--- src/rtl/vmv_pkg.sv ---
package vmv_pkg;

    // Character codes used by the message grammar
    localparam logic [7:0] CH_0     = 8'h30;
    localparam logic [7:0] CH_9     = 8'h39;
    localparam logic [7:0] CH_B     = 8'h42;
    localparam logic [7:0] CH_P     = 8'h50;
    localparam logic [7:0] CH_T     = 8'h54;
    localparam logic [7:0] CH_E     = 8'h45;
    localparam logic [7:0] CH_M     = 8'h4D;
    localparam logic [7:0] CH_H     = 8'h48;
    localparam logic [7:0] CH_R     = 8'h52;
    localparam logic [7:0] CH_COLON = 8'h3A;
    localparam logic [7:0] CH_SLASH = 8'h2F;
    localparam logic [7:0] CH_DOT   = 8'h2E;

    // Message lengths and positions, counted in characters from the first
    localparam logic [7:0] MAX_LEN_RESET = 8'd16;
    localparam logic [7:0] HR_MAX_LEN    = 8'd7;
    localparam logic [7:0] TEMP_BODY_POS = 8'd5;
    localparam logic [7:0] TEMP_DOT_POS  = 8'd7;
    localparam logic [7:0] TEMP_END_POS  = 8'd9;
    localparam logic [7:0] COUNT_SAT     = 8'hFF;

    // Digit group limits
    localparam logic [1:0] RUN_MIN = 2'd2;
    localparam logic [1:0] RUN_MAX = 2'd3;

    function automatic logic is_digit(input logic [7:0] c);
        return (c >= CH_0) && (c <= CH_9);
    endfunction

endpackage

--- src/rtl/vital_message_validator.sv ---
// Vital-sign message checker. Characters arrive one per transfer on the input
// channel, the last one of each message flagged by i_is_last; that character
// produces a single verdict on o_valid_res (1 = well formed "BP:", "TEMP:" or
// "HR:" message). Unless stalled, one character is taken every cycle: the parser
// state advances in the cycle of the transfer and the verdict sits in one output
// register, so input and output can both move on every cycle and a verdict
// appears in the cycle after its last character. The input is stalled only while
// that output register is full and the output side stalls. max_length is
// written through i_cfg_wr_en/i_cfg_wr_data and should change only while idle.
module vital_message_validator (
    input  logic       i_clk,
    input  logic       i_rst_n,
    input  logic       i_cfg_wr_en,
    input  logic [7:0] i_cfg_wr_data,
    input  logic       i_valid,
    output logic       o_stall,
    input  logic [7:0] i_char_code,
    input  logic       i_is_last,
    output logic       o_valid,
    input  logic       i_stall,
    output logic       o_valid_res
);
    import vmv_pkg::*;

    typedef enum logic [2:0] {
        MODE_START,
        MODE_PRE_BP,
        MODE_PRE_TEMP,
        MODE_PRE_HR,
        MODE_BODY_BP,
        MODE_BODY_TEMP,
        MODE_BODY_HR,
        MODE_REJECT
    } t_mode;

    t_mode      r_mode, n_mode;
    logic [7:0] r_count, n_count;
    logic [1:0] r_run, n_run;
    logic       r_slash, n_slash;
    logic [7:0] r_max_len;
    logic       r_out_valid;
    logic       r_out_res;
    logic       n_verdict;
    logic       accept;
    logic       dig;

    assign o_stall     = r_out_valid && i_stall;
    assign accept      = i_valid && !o_stall;
    assign o_valid     = r_out_valid;
    assign o_valid_res = r_out_res;
    assign dig         = is_digit(i_char_code);

    always_comb begin
        n_mode  = r_mode;
        n_run   = r_run;
        n_slash = r_slash;
        unique case (r_mode)
            MODE_START: begin
                if (i_char_code == CH_B) n_mode = MODE_PRE_BP;
                else if (i_char_code == CH_T) n_mode = MODE_PRE_TEMP;
                else if (i_char_code == CH_H) n_mode = MODE_PRE_HR;
                else n_mode = MODE_REJECT;
            end
            MODE_PRE_BP: begin
                if (r_count == 8'd1 && i_char_code == CH_P) n_mode = MODE_PRE_BP;
                else if (r_count == 8'd2 && i_char_code == CH_COLON) n_mode = MODE_BODY_BP;
                else n_mode = MODE_REJECT;
            end
            MODE_PRE_TEMP: begin
                if (r_count == 8'd1 && i_char_code == CH_E) n_mode = MODE_PRE_TEMP;
                else if (r_count == 8'd2 && i_char_code == CH_M) n_mode = MODE_PRE_TEMP;
                else if (r_count == 8'd3 && i_char_code == CH_P) n_mode = MODE_PRE_TEMP;
                else if (r_count == 8'd4 && i_char_code == CH_COLON) n_mode = MODE_BODY_TEMP;
                else n_mode = MODE_REJECT;
            end
            MODE_PRE_HR: begin
                if (r_count == 8'd1 && i_char_code == CH_R) n_mode = MODE_PRE_HR;
                else if (r_count == 8'd2 && i_char_code == CH_COLON) n_mode = MODE_BODY_HR;
                else n_mode = MODE_REJECT;
            end
            MODE_BODY_BP: begin
                if (dig) begin
                    if (r_run == RUN_MAX) n_mode = MODE_REJECT;
                    else n_run = r_run + 2'd1;
                end else if (i_char_code == CH_SLASH && !r_slash) begin
                    if (r_run < RUN_MIN) begin
                        n_mode = MODE_REJECT;
                    end else begin
                        n_run   = 2'd0;
                        n_slash = 1'b1;
                    end
                end else begin
                    n_mode = MODE_REJECT;
                end
            end
            MODE_BODY_TEMP: begin
                // two digits, a dot, one digit
                if (r_count == TEMP_DOT_POS) begin
                    if (i_char_code != CH_DOT) n_mode = MODE_REJECT;
                end else if (r_count >= TEMP_BODY_POS && r_count < TEMP_END_POS) begin
                    if (!dig) n_mode = MODE_REJECT;
                end else begin
                    n_mode = MODE_REJECT;
                end
            end
            MODE_BODY_HR: begin
                if (!dig || r_run == RUN_MAX) n_mode = MODE_REJECT;
                else n_run = r_run + 2'd1;
            end
            MODE_REJECT: n_mode = MODE_REJECT;
            default:     n_mode = MODE_REJECT;
        endcase

        n_count = (r_count == COUNT_SAT) ? r_count : r_count + 8'd1;

        case (n_mode)
            MODE_BODY_BP:   n_verdict = n_slash && (n_run >= RUN_MIN) && (n_count <= r_max_len);
            MODE_BODY_TEMP: n_verdict = (n_count == TEMP_END_POS) && (n_count <= r_max_len);
            MODE_BODY_HR:   n_verdict = (n_run >= RUN_MIN) && (n_count <= HR_MAX_LEN);
            default:        n_verdict = 1'b0;
        endcase
    end

    always_ff @(posedge i_clk) begin
        if (!i_rst_n) begin
            r_max_len <= MAX_LEN_RESET;
        end else if (i_cfg_wr_en) begin
            r_max_len <= i_cfg_wr_data;
        end
    end

    always_ff @(posedge i_clk) begin
        if (!i_rst_n) begin
            r_mode      <= MODE_START;
            r_count     <= 8'd0;
            r_run       <= 2'd0;
            r_slash     <= 1'b0;
            r_out_valid <= 1'b0;
            r_out_res   <= 1'b0;
        end else begin
            if (accept) begin
                if (i_is_last) begin
                    // verdict out, start the next message afresh
                    r_mode  <= MODE_START;
                    r_count <= 8'd0;
                    r_run   <= 2'd0;
                    r_slash <= 1'b0;
                end else begin
                    r_mode  <= n_mode;
                    r_count <= n_count;
                    r_run   <= n_run;
                    r_slash <= n_slash;
                end
            end
            if (accept && i_is_last) begin
                r_out_valid <= 1'b1;
                r_out_res   <= n_verdict;
            end else if (!i_stall) begin
                r_out_valid <= 1'b0;
            end
        end
    end

endmodule

--- config.mk ---
export PLATFORM = sky130hd
export DESIGN_NAME = vital_message_validator
export DESIGN_NICKNAME = d
export VERILOG_FILES = /design/src/rtl/vmv_pkg.sv /design/src/rtl/vital_message_validator.sv
export SDC_FILE = /design/constraint.sdc
export NUM_CORES = 1
export LEC_CHECK = 0
export ABC_AREA = 0
export BUFFER_PORTS_ARGS = -buffer_cell sky130_fd_sc_hd__buf_2
export CORE_ASPECT_RATIO = 0.9
export CORE_MARGIN = 2
export CORE_UTILIZATION = 58
export DETAILED_ROUTE_END_ITERATION = 12
export GPL_TIMING_DRIVEN = 0
export PLACE_DENSITY_LB_ADDON = 0.25
export SETUP_SLACK_MARGIN = 0.1
export SLEW_MARGIN = 0
export SYNTH_ARGS = -nofsm -noshare
export SYNTH_HDL_FRONTEND = slang
export SYNTH_SLANG_ARGS = --single-unit
--- constraint.sdc ---
create_clock -name i_clk -period 3.4 [get_ports i_clk]
set_clock_uncertainty 0.15 [all_clocks]
set_input_delay 0 -clock i_clk [delete_from_list [all_inputs] [get_ports i_clk]]
set_output_delay 0 -clock i_clk [all_outputs]
set_load 0.02 [all_outputs]
==> results.cfg, run 1 <==
[setup_path]
r2r_setup_slack_ns = 0.28
cp_slowest_cell = dfxtp_1
crit_path_max_fanout = 8
cp.required_ns = 3.41
worst_setup_path_endpoint = o_valid_res$_SDFFE_PN0P_
worst_setup_path_startpoint = r_count[1]$_SDFFE_PN0P_
cp_cell_sequence = ha_1 > clkbuf_2 > and4_1 > nand4_1 > buf_4 > nand2_1 > o21ai_0 > ha_1 > a21oi_1 > o22ai_1 > nor2_1 > o21a_1 > o21ai_0 > o21ai_0 > a41o_1
worst-r2r-cell-count = 15
r2r_start = r_count[1]$_SDFFE_PN0P_
critPathArrivalTime_ns = 3.13
worstReg2RegEnd = o_valid_res$_SDFFE_PN0P_
endpoint_kind = flip-flop
crit_path_frequent_cell = o21ai_0
critPathMaxStageDelay_ns = 0.43
critPathLaunchType = flip-flop
worstSetupPathType = reg -> reg

[detailed_routing]
drt_first_iter_violations = 248
routed-via-count = 1993
wire_per_inst_um = 14.5
first_pass_iters = 4
drc = 0
via_per_inst = 5.88
routed_wirelength_mm = 4.91
ant_nets = 0

[power]
static-leakage-power_nw = 1.00
sequentialPowerShare = 0.474
power_per_cell_area_mw_per_mm2 = 264
power_report.internal_total_uw = 458
p_clk_frac = 0.303
p_sw_frac = 0.274
worst_ir_drop_vdd_uv = 237
combinationalPowerShare = 0.224
p_switching_uw = 173

[sta]
rsz0062_at_grt = no
timing.final.max_slew_violations = 0
fmax_mhz = 320
finalHoldViolations = 0
worst-slew-pin-transition_ns = 0.558
period_needed_ns = 3.12
worst_slack_ns = 0.278
worst_max_slew_margin_expressed_relative_to_the_limit = 0.628
final-setup-viol-count = 0
timing.final.crit_share = 0.918

[placement]
detailed_place.area_mm2 = 0.00216
rd_place_congestion = 0.900
detailedPlace.worstSlack_ns = -0.0402
port-buffer-count = 20
place_hpwl_mm = 3.24

[yosys]
synthesis.nets = 291
yosysWarnings = 0
synth-async-reset-ratio = 0
synth-seq-cells = 24
yosys_most_used_dff = dfxtp_1
netlist_instances = 253
postSynthAreaPerCell_um2 = 7.91
synth_most_common_cell = dfxtp_1
synthDominantCellAreaShare = 0.240
synthTopCellsByArea = dfxtp_1 (24%), ha_1 (10%), nor2b_1 (6.6%)
synth_enable_flop_cells = 0
synth.lib_cells_used.distinct = 52
netlist_area_before_placement_mm2 = 0.00200
sequential_fraction_of_the_synthesis_area = 0.240
commonest_cells_in_the_netlist = dfxtp_1 (24), nor2_1 (21), nor2b_1 (21), inv_1 (17), ha_1 (16)
yosys.area.top_type = dfxtp_1

[global_route]
grt_first_pass_wirelength_mm = 8.48
antenna_found_initial = 0
globalRoute.totalOverflow = 0
groute.usage.overall = 0.275
largest_net_degree_at_the_start_of_global_routing = 14
grt_pass1_vias = 1788

[clock_tree]
clock_sink_count = 24
cts_root_buf = clkbuf_8
insertion_delay_ns = 0.26
cts_buffers = 3
clk_path_buf_depth = 2
tritoncts = yes
h-tree-depth = 1
clk_pin_slew_ns = 0.08

[floorplanning]
boundaryPins = 25
die_h_um = 59.7
rows = 20
starting_density = 0.602
fp.coreArea_mm2 = 0.00333
dieArea_mm2 = 0.00394
fp.dieW_um = 65.9

[layout]
insertedDiodeCount = 0
finish.utilization = 0.717
final_layout_size_suffix_gt1_frac = 0.139
syn2layout_area_growth_pct = 19.2
final_cell_area_mm2 = 0.00239
nets = 334

[run_status]
status = finished, final reports clean

[job]
max_cap_violations = 0

[hold_path]
worst_hold_path_type = in -> reg
layout by cell type, fill, tap and decap left out, types with 3 or more instances in the layout:
cell,instances
dfxtp_1,24
buf_2,23
nor2_1,21
nor2b_1,21
inv_1,17
ha_1,16
dlygate4sd3_1,15
nand2_1,13
clkbuf_1,11
o21ai_0,11
a22oi_1,11
a21oi_1,10
mux2i_1,10
nand3_1,7
nor3_1,6
nand4_1,6
xnor2_1,5
and3_1,4
nand2b_1,4
clkbuf_8,4
a31oi_1,3
a32oi_1,3
nor4b_1,3
buf_4,3
timing repair:
item	in CTS	in global routing
setup buffers	3	0
setup endpoints to repair	1	1
resized for setup	0	2
hold buffers	15	0
pin swaps	1	0
endpoints found under the hold margin	12	0
worst min path at each step:
stage                      from                         to  slack, ns  depth (start not counted)
3_3_place_gp   i_cfg_wr_data[4]  r_max_len[4]$_SDFFE_PN1P_       0.06                          3
3_5_place_dp   i_cfg_wr_data[4]  r_max_len[4]$_SDFFE_PN1P_       0.07                          3
5_1_grt             i_cfg_wr_en  r_max_len[4]$_SDFFE_PN1P_       0.17                          3
2_1_floorplan           i_rst_n  r_max_len[1]$_SDFFE_PN0P_      -0.02                          1
6_report            i_cfg_wr_en  r_max_len[4]$_SDFFE_PN1P_        0.1                          3
4_1_cts             i_cfg_wr_en  r_max_len[4]$_SDFFE_PN1P_       0.09                          3
power by group through the flow:
stage | Clock [mW] | Sequential, mW | Combinational [mW]
3_5_place_dp | 0 | 0.305 | 0.121
3_3_place_gp | 0 | 0.305 | 0.118
2_1_floorplan | 0 | 0.304 | 0.0867
4_1_cts | 0.195 | 0.298 | 0.135
6_report | 0.191 | 0.299 | 0.141
5_1_grt | 0.205 | 0.300 | 0.156
worst max-delay path, delay by kind of cell (launching register included):
family	cells	cell delay [ns]
compound gates	7	1.04
fa+ha+maj	2	0.51
simple gates	4	0.51
flops	1	0.43
buf+inv	2	0.38
metal layers:
| layer | routed length (um) | vias to the layer above | track usage |
|---|---|---|---|
| met2 | 2280 | 42 | 0.427 |
| met4 | 37 | 0 | 0.0641 |
| met3 | 159 | 4 | 0.0377 |
| met1 | 2440 | 945 | 0.406 |
| li1 | - | 1002 | - |
| met5 | 0 | - | 0 |
registers in the layout, summed over array words and instances, names as in the netlist:
register	count
r_run	2
o_valid	1
r_count	8
o_valid_res	1
r_max_len	8
r_slash	1
r_mode	3
layout make-up:
cell class	instances	area, um2
well taps	44	55.1
multi-input cells	195	1380
plain buffers	17	83.8
fillers	257	942
repair buffers	38	273
inverters	17	63.8
clock buffers	4	55.1
flip-flops and latches	24	480
cells by family (layout without fill, tap and decap cells):
family                   Yosys count  after routing  share of synthesized area
flip-flops                        24             24                      0.240
AO/OA/AOI/OAI                     59             59                      0.203
adder cells (fa/ha/maj)           16             16                      0.100
XOR/XNOR                           5              5                     0.0219
multiplexers                      12             12                     0.0613
buffers and inverters             34             76                     0.0731
AND/OR/NAND/NOR                  103            103                      0.301
metrics by stage:
step           setup TNS [ns]  instances  hold WS, ns  power, mW
3_5_place_dp          -0.0402        317       0.0726      0.426
5_1_grt                     0        339        0.172      0.661
3_3_place_gp          -0.0389        317       0.0644      0.423
4_1_cts                     0        339       0.0869      0.628
2_1_floorplan               0        253      -0.0218      0.390
6_report                    0        339       0.0974      0.631
No activity file was read; power rests on OpenSTA's default activity.
==> inputs of run 2 (changes only) <==
--- a/config.mk
+++ b/config.mk
@@ -9,7 +9,7 @@
 export BUFFER_PORTS_ARGS = -buffer_cell sky130_fd_sc_hd__buf_2
 export CORE_ASPECT_RATIO = 0.9
 export CORE_MARGIN = 2
-export CORE_UTILIZATION = 58
+export CORE_UTILIZATION = 53
 export DETAILED_ROUTE_END_ITERATION = 12
 export GPL_TIMING_DRIVEN = 0
 export PLACE_DENSITY_LB_ADDON = 0.25
==> constraint.sdc (replaced) <==
create_clock -name i_clk -period 2.7 [get_ports i_clk]
set_clock_uncertainty 0.15 [all_clocks]
set_input_delay 0 -clock i_clk [delete_from_list [all_inputs] [get_ports i_clk]]
set_output_delay 0 -clock i_clk [all_outputs]
set_load 0.02 [all_outputs]
==> run 2 against run 1 <==
Sequential power increased by 26%. First-iteration DRC count is 57% lower. Wire length increased by 5.6%. Die area grew 8.8%. Hold slack worse by 0.0080 ns. Via count increased by 2.6%. Sequential share of layout area down 0.90 points. Clock power is 13% higher. Non-clock buffer count is 10 higher. Worst setup slack got worse by 0.22 ns. Maximum frequency is 18% higher. Register-to-register slack worse by 0.22 ns. Highest routed layer unchanged.
==> results.cfg, run 2 (same netlist as run 1, synthesis figures left out) <==
[sta]
timing.final.max_slew_violations = 0
fmax_mhz = 379
period_needed_ns = 2.64
worst_slack_ns = 0.0619
finalHoldViolations = 0
rsz0062_at_grt = yes
timing.final.crit_share = 0.977
worst_max_slew_margin_expressed_relative_to_the_limit = 0.622
worst-slew-pin-transition_ns = 0.567
final-setup-viol-count = 0

[hold_path]
whs_path_depth = 3
hold_path_startpoint = i_cfg_wr_en
worst_hold_path_type = in -> reg
min_to = r_max_len[4]$_SDFFE_PN1P_

[clock_tree]
h-tree-depth = 1
clk_path_buf_depth = 2
cts_root_buf = clkbuf_8
clock_sink_count = 24
clk_pin_slew_ns = 0.08
cts_buffers = 3
insertion_delay_ns = 0.27
tritoncts = yes

[floorplanning]
die_h_um = 62.3
dieArea_mm2 = 0.00429
fp.coreArea_mm2 = 0.00368
rows = 21
boundaryPins = 25
fp.dieW_um = 68.8
starting_density = 0.544

[detailed_routing]
wire_per_inst_um = 14.8
via_per_inst = 5.83
first_pass_iters = 4
routed_wirelength_mm = 5.19
routed-via-count = 2045
drt_first_iter_violations = 106
drc = 0
ant_nets = 0

[placement]
place_hpwl_mm = 3.38
port-buffer-count = 20
detailedPlace.worstSlack_ns = -0.337
rd_place_congestion = 0.836

[global_route]
groute.layer.met1.usage = 0.370
grt_pass1_vias = 1979
global_route.peak_usage_layer = met2
antenna_found_initial = 0
largest_net_degree_at_the_start_of_global_routing = 14
groute.usage.overall = 0.264
global_route.usage.met3 = 0.0399
globalRoute.totalOverflow = 0
grt_met2_use = 0.422
grt_first_pass_wirelength_mm = 8.89

[power]
power_per_cell_area_mw_per_mm2 = 307
static-leakage-power_nw = 1.08
worst_ir_drop_vdd_uv = 315
finalPower_uw = 782

[setup_path]
crit_path_max_fanout = 5
cp.required_ns = 2.71
critPathArrivalTime_ns = 2.65
cp_slowest_cell = or4_1
endpoint_kind = flip-flop
worst_setup_path_startpoint = r_count[1]$_SDFFE_PN0P_
worstReg2RegEnd = o_valid_res$_SDFFE_PN0P_
critPathLaunchType = flip-flop
worst-r2r-cell-count = 10
critical_path.top_delay_family = compound AO/OA/AOI/OAI gates
crit_buf_inv = 1
r2r_start = r_count[1]$_SDFFE_PN0P_
worstSetupPathType = reg -> reg
r2r_setup_slack_ns = 0.06
cp_cell_sequence = inv_1 > ha_2 > nor2b_1 > o32a_1 > or4_1 > a31oi_1 > a32o_2 > a21bo_1 > mux2i_1 > a41o_1
critPathMaxStageDelay_ns = 0.40

[layout]
reg_top3 = r_count (8), r_max_len (8), r_mode (3)
most_used_cells_in_the_layout_excluding_fill_and_tap_cells = nor2_1 (21), nor2b_1 (21), buf_2 (21), dfxtp_1 (20), inv_1 (16)
syn2layout_area_growth_pct = 27.4
nets = 344
insertedDiodeCount = 0
final_layout_size_suffix_gt1_frac = 0.213

[job]
max_cap_violations = 0

[run_status]
status = finished, final reports clean
run 2: cell types whose count changed in the layout (fill, tap and decap cells not counted), sizes merged:
| cell | before | now |
|---|---|---|
| buf | 28 | 41 |
| clkbuf | 16 | 13 |
run 2: layout make-up:
type / instances / area, um2
tap: 46 / 57.6
multi-input combinational: 195 / 1430
sequential: 24 / 490
buffer: 15 / 98.8
timing repair buffer: 50 / 367
inverter: 17 / 63.8
clock buffer: 4 / 45.0
fill: 299 / 1130
run 2: worst reg2reg max path: stages, from the launching register on:
cell	delay [ns]
dfxtp_4	0.37
inv_1	0.16
ha_2	0.25
nor2b_1	0.05
o32a_1	0.28
or4_1	0.40
a31oi_1	0.17
a32o_2	0.26
a21bo_1	0.14
mux2i_1	0.07
a41o_1	0.24
run 2: metal layers:
layer / part of all wire / wire, um / vias to the layer above
li1: - / - / 1023
met1: 0.47 / 2420 / 949
met2: 0.47 / 2430 / 62
met3: 0.050 / 257 / 11
met4: 0.016 / 82 / 0
met5: 0 / 0 / -
run 2: per-stage QoR:
| step | hold slack [ns] | util | cell area (um2) | setup TNS, ns | cells |
|---|---|---|---|---|---|
| 2_1_floorplan | -0.0218 | - | 2030 | -0.0110 | 253 |
| 3_3_place_gp | 0.0687 | 0.595 | 2190 | -0.318 | 319 |
| 3_5_place_dp | 0.0726 | 0.595 | 2190 | -0.349 | 319 |
| 4_1_cts | 0.0749 | 0.679 | 2500 | 0 | 348 |
| 5_1_grt | 0.122 | 0.693 | 2550 | -0.0574 | 351 |
| 6_report | 0.0893 | 0.693 | 2550 | 0 | 351 |
run 2: how the worst max path moves through the flow:
| stage | to | slack [ns] | depth (start not counted) |
|---|---|---|---|
| final | o_valid_res$_SDFFE_PN0P_ | 0.06 | 10 |
| after global routing | o_valid_res$_SDFFE_PN0P_ | -0.06 | 13 |
| after CTS | o_valid_res$_SDFFE_PN0P_ | 0.06 | 11 |
| after detailed placement | o_valid_res$_SDFFE_PN0P_ | -0.34 | 14 |
| after global placement | o_valid_res$_SDFFE_PN0P_ | -0.32 | 14 |
| after floorplan | o_valid_res$_SDFFE_PN0P_ | -0.01 | 14 |
run 2: where the power goes:
group	switching, mW	total [mW]	internal [mW]
Combinational	0.0988	0.190	0.0915
Sequential	0.0116	0.377	0.365
Clock	0.110	0.216	0.105
run 2: what timing repair did:
item | CTS | global route
hold buffers | 15 | 0
pin swaps | 12 | 7
hold endpoints to repair | 12 | 0
gates resized for setup | 14 | 7
setup endpoints to repair | 2 | 3
setup buffers | 11 | 4
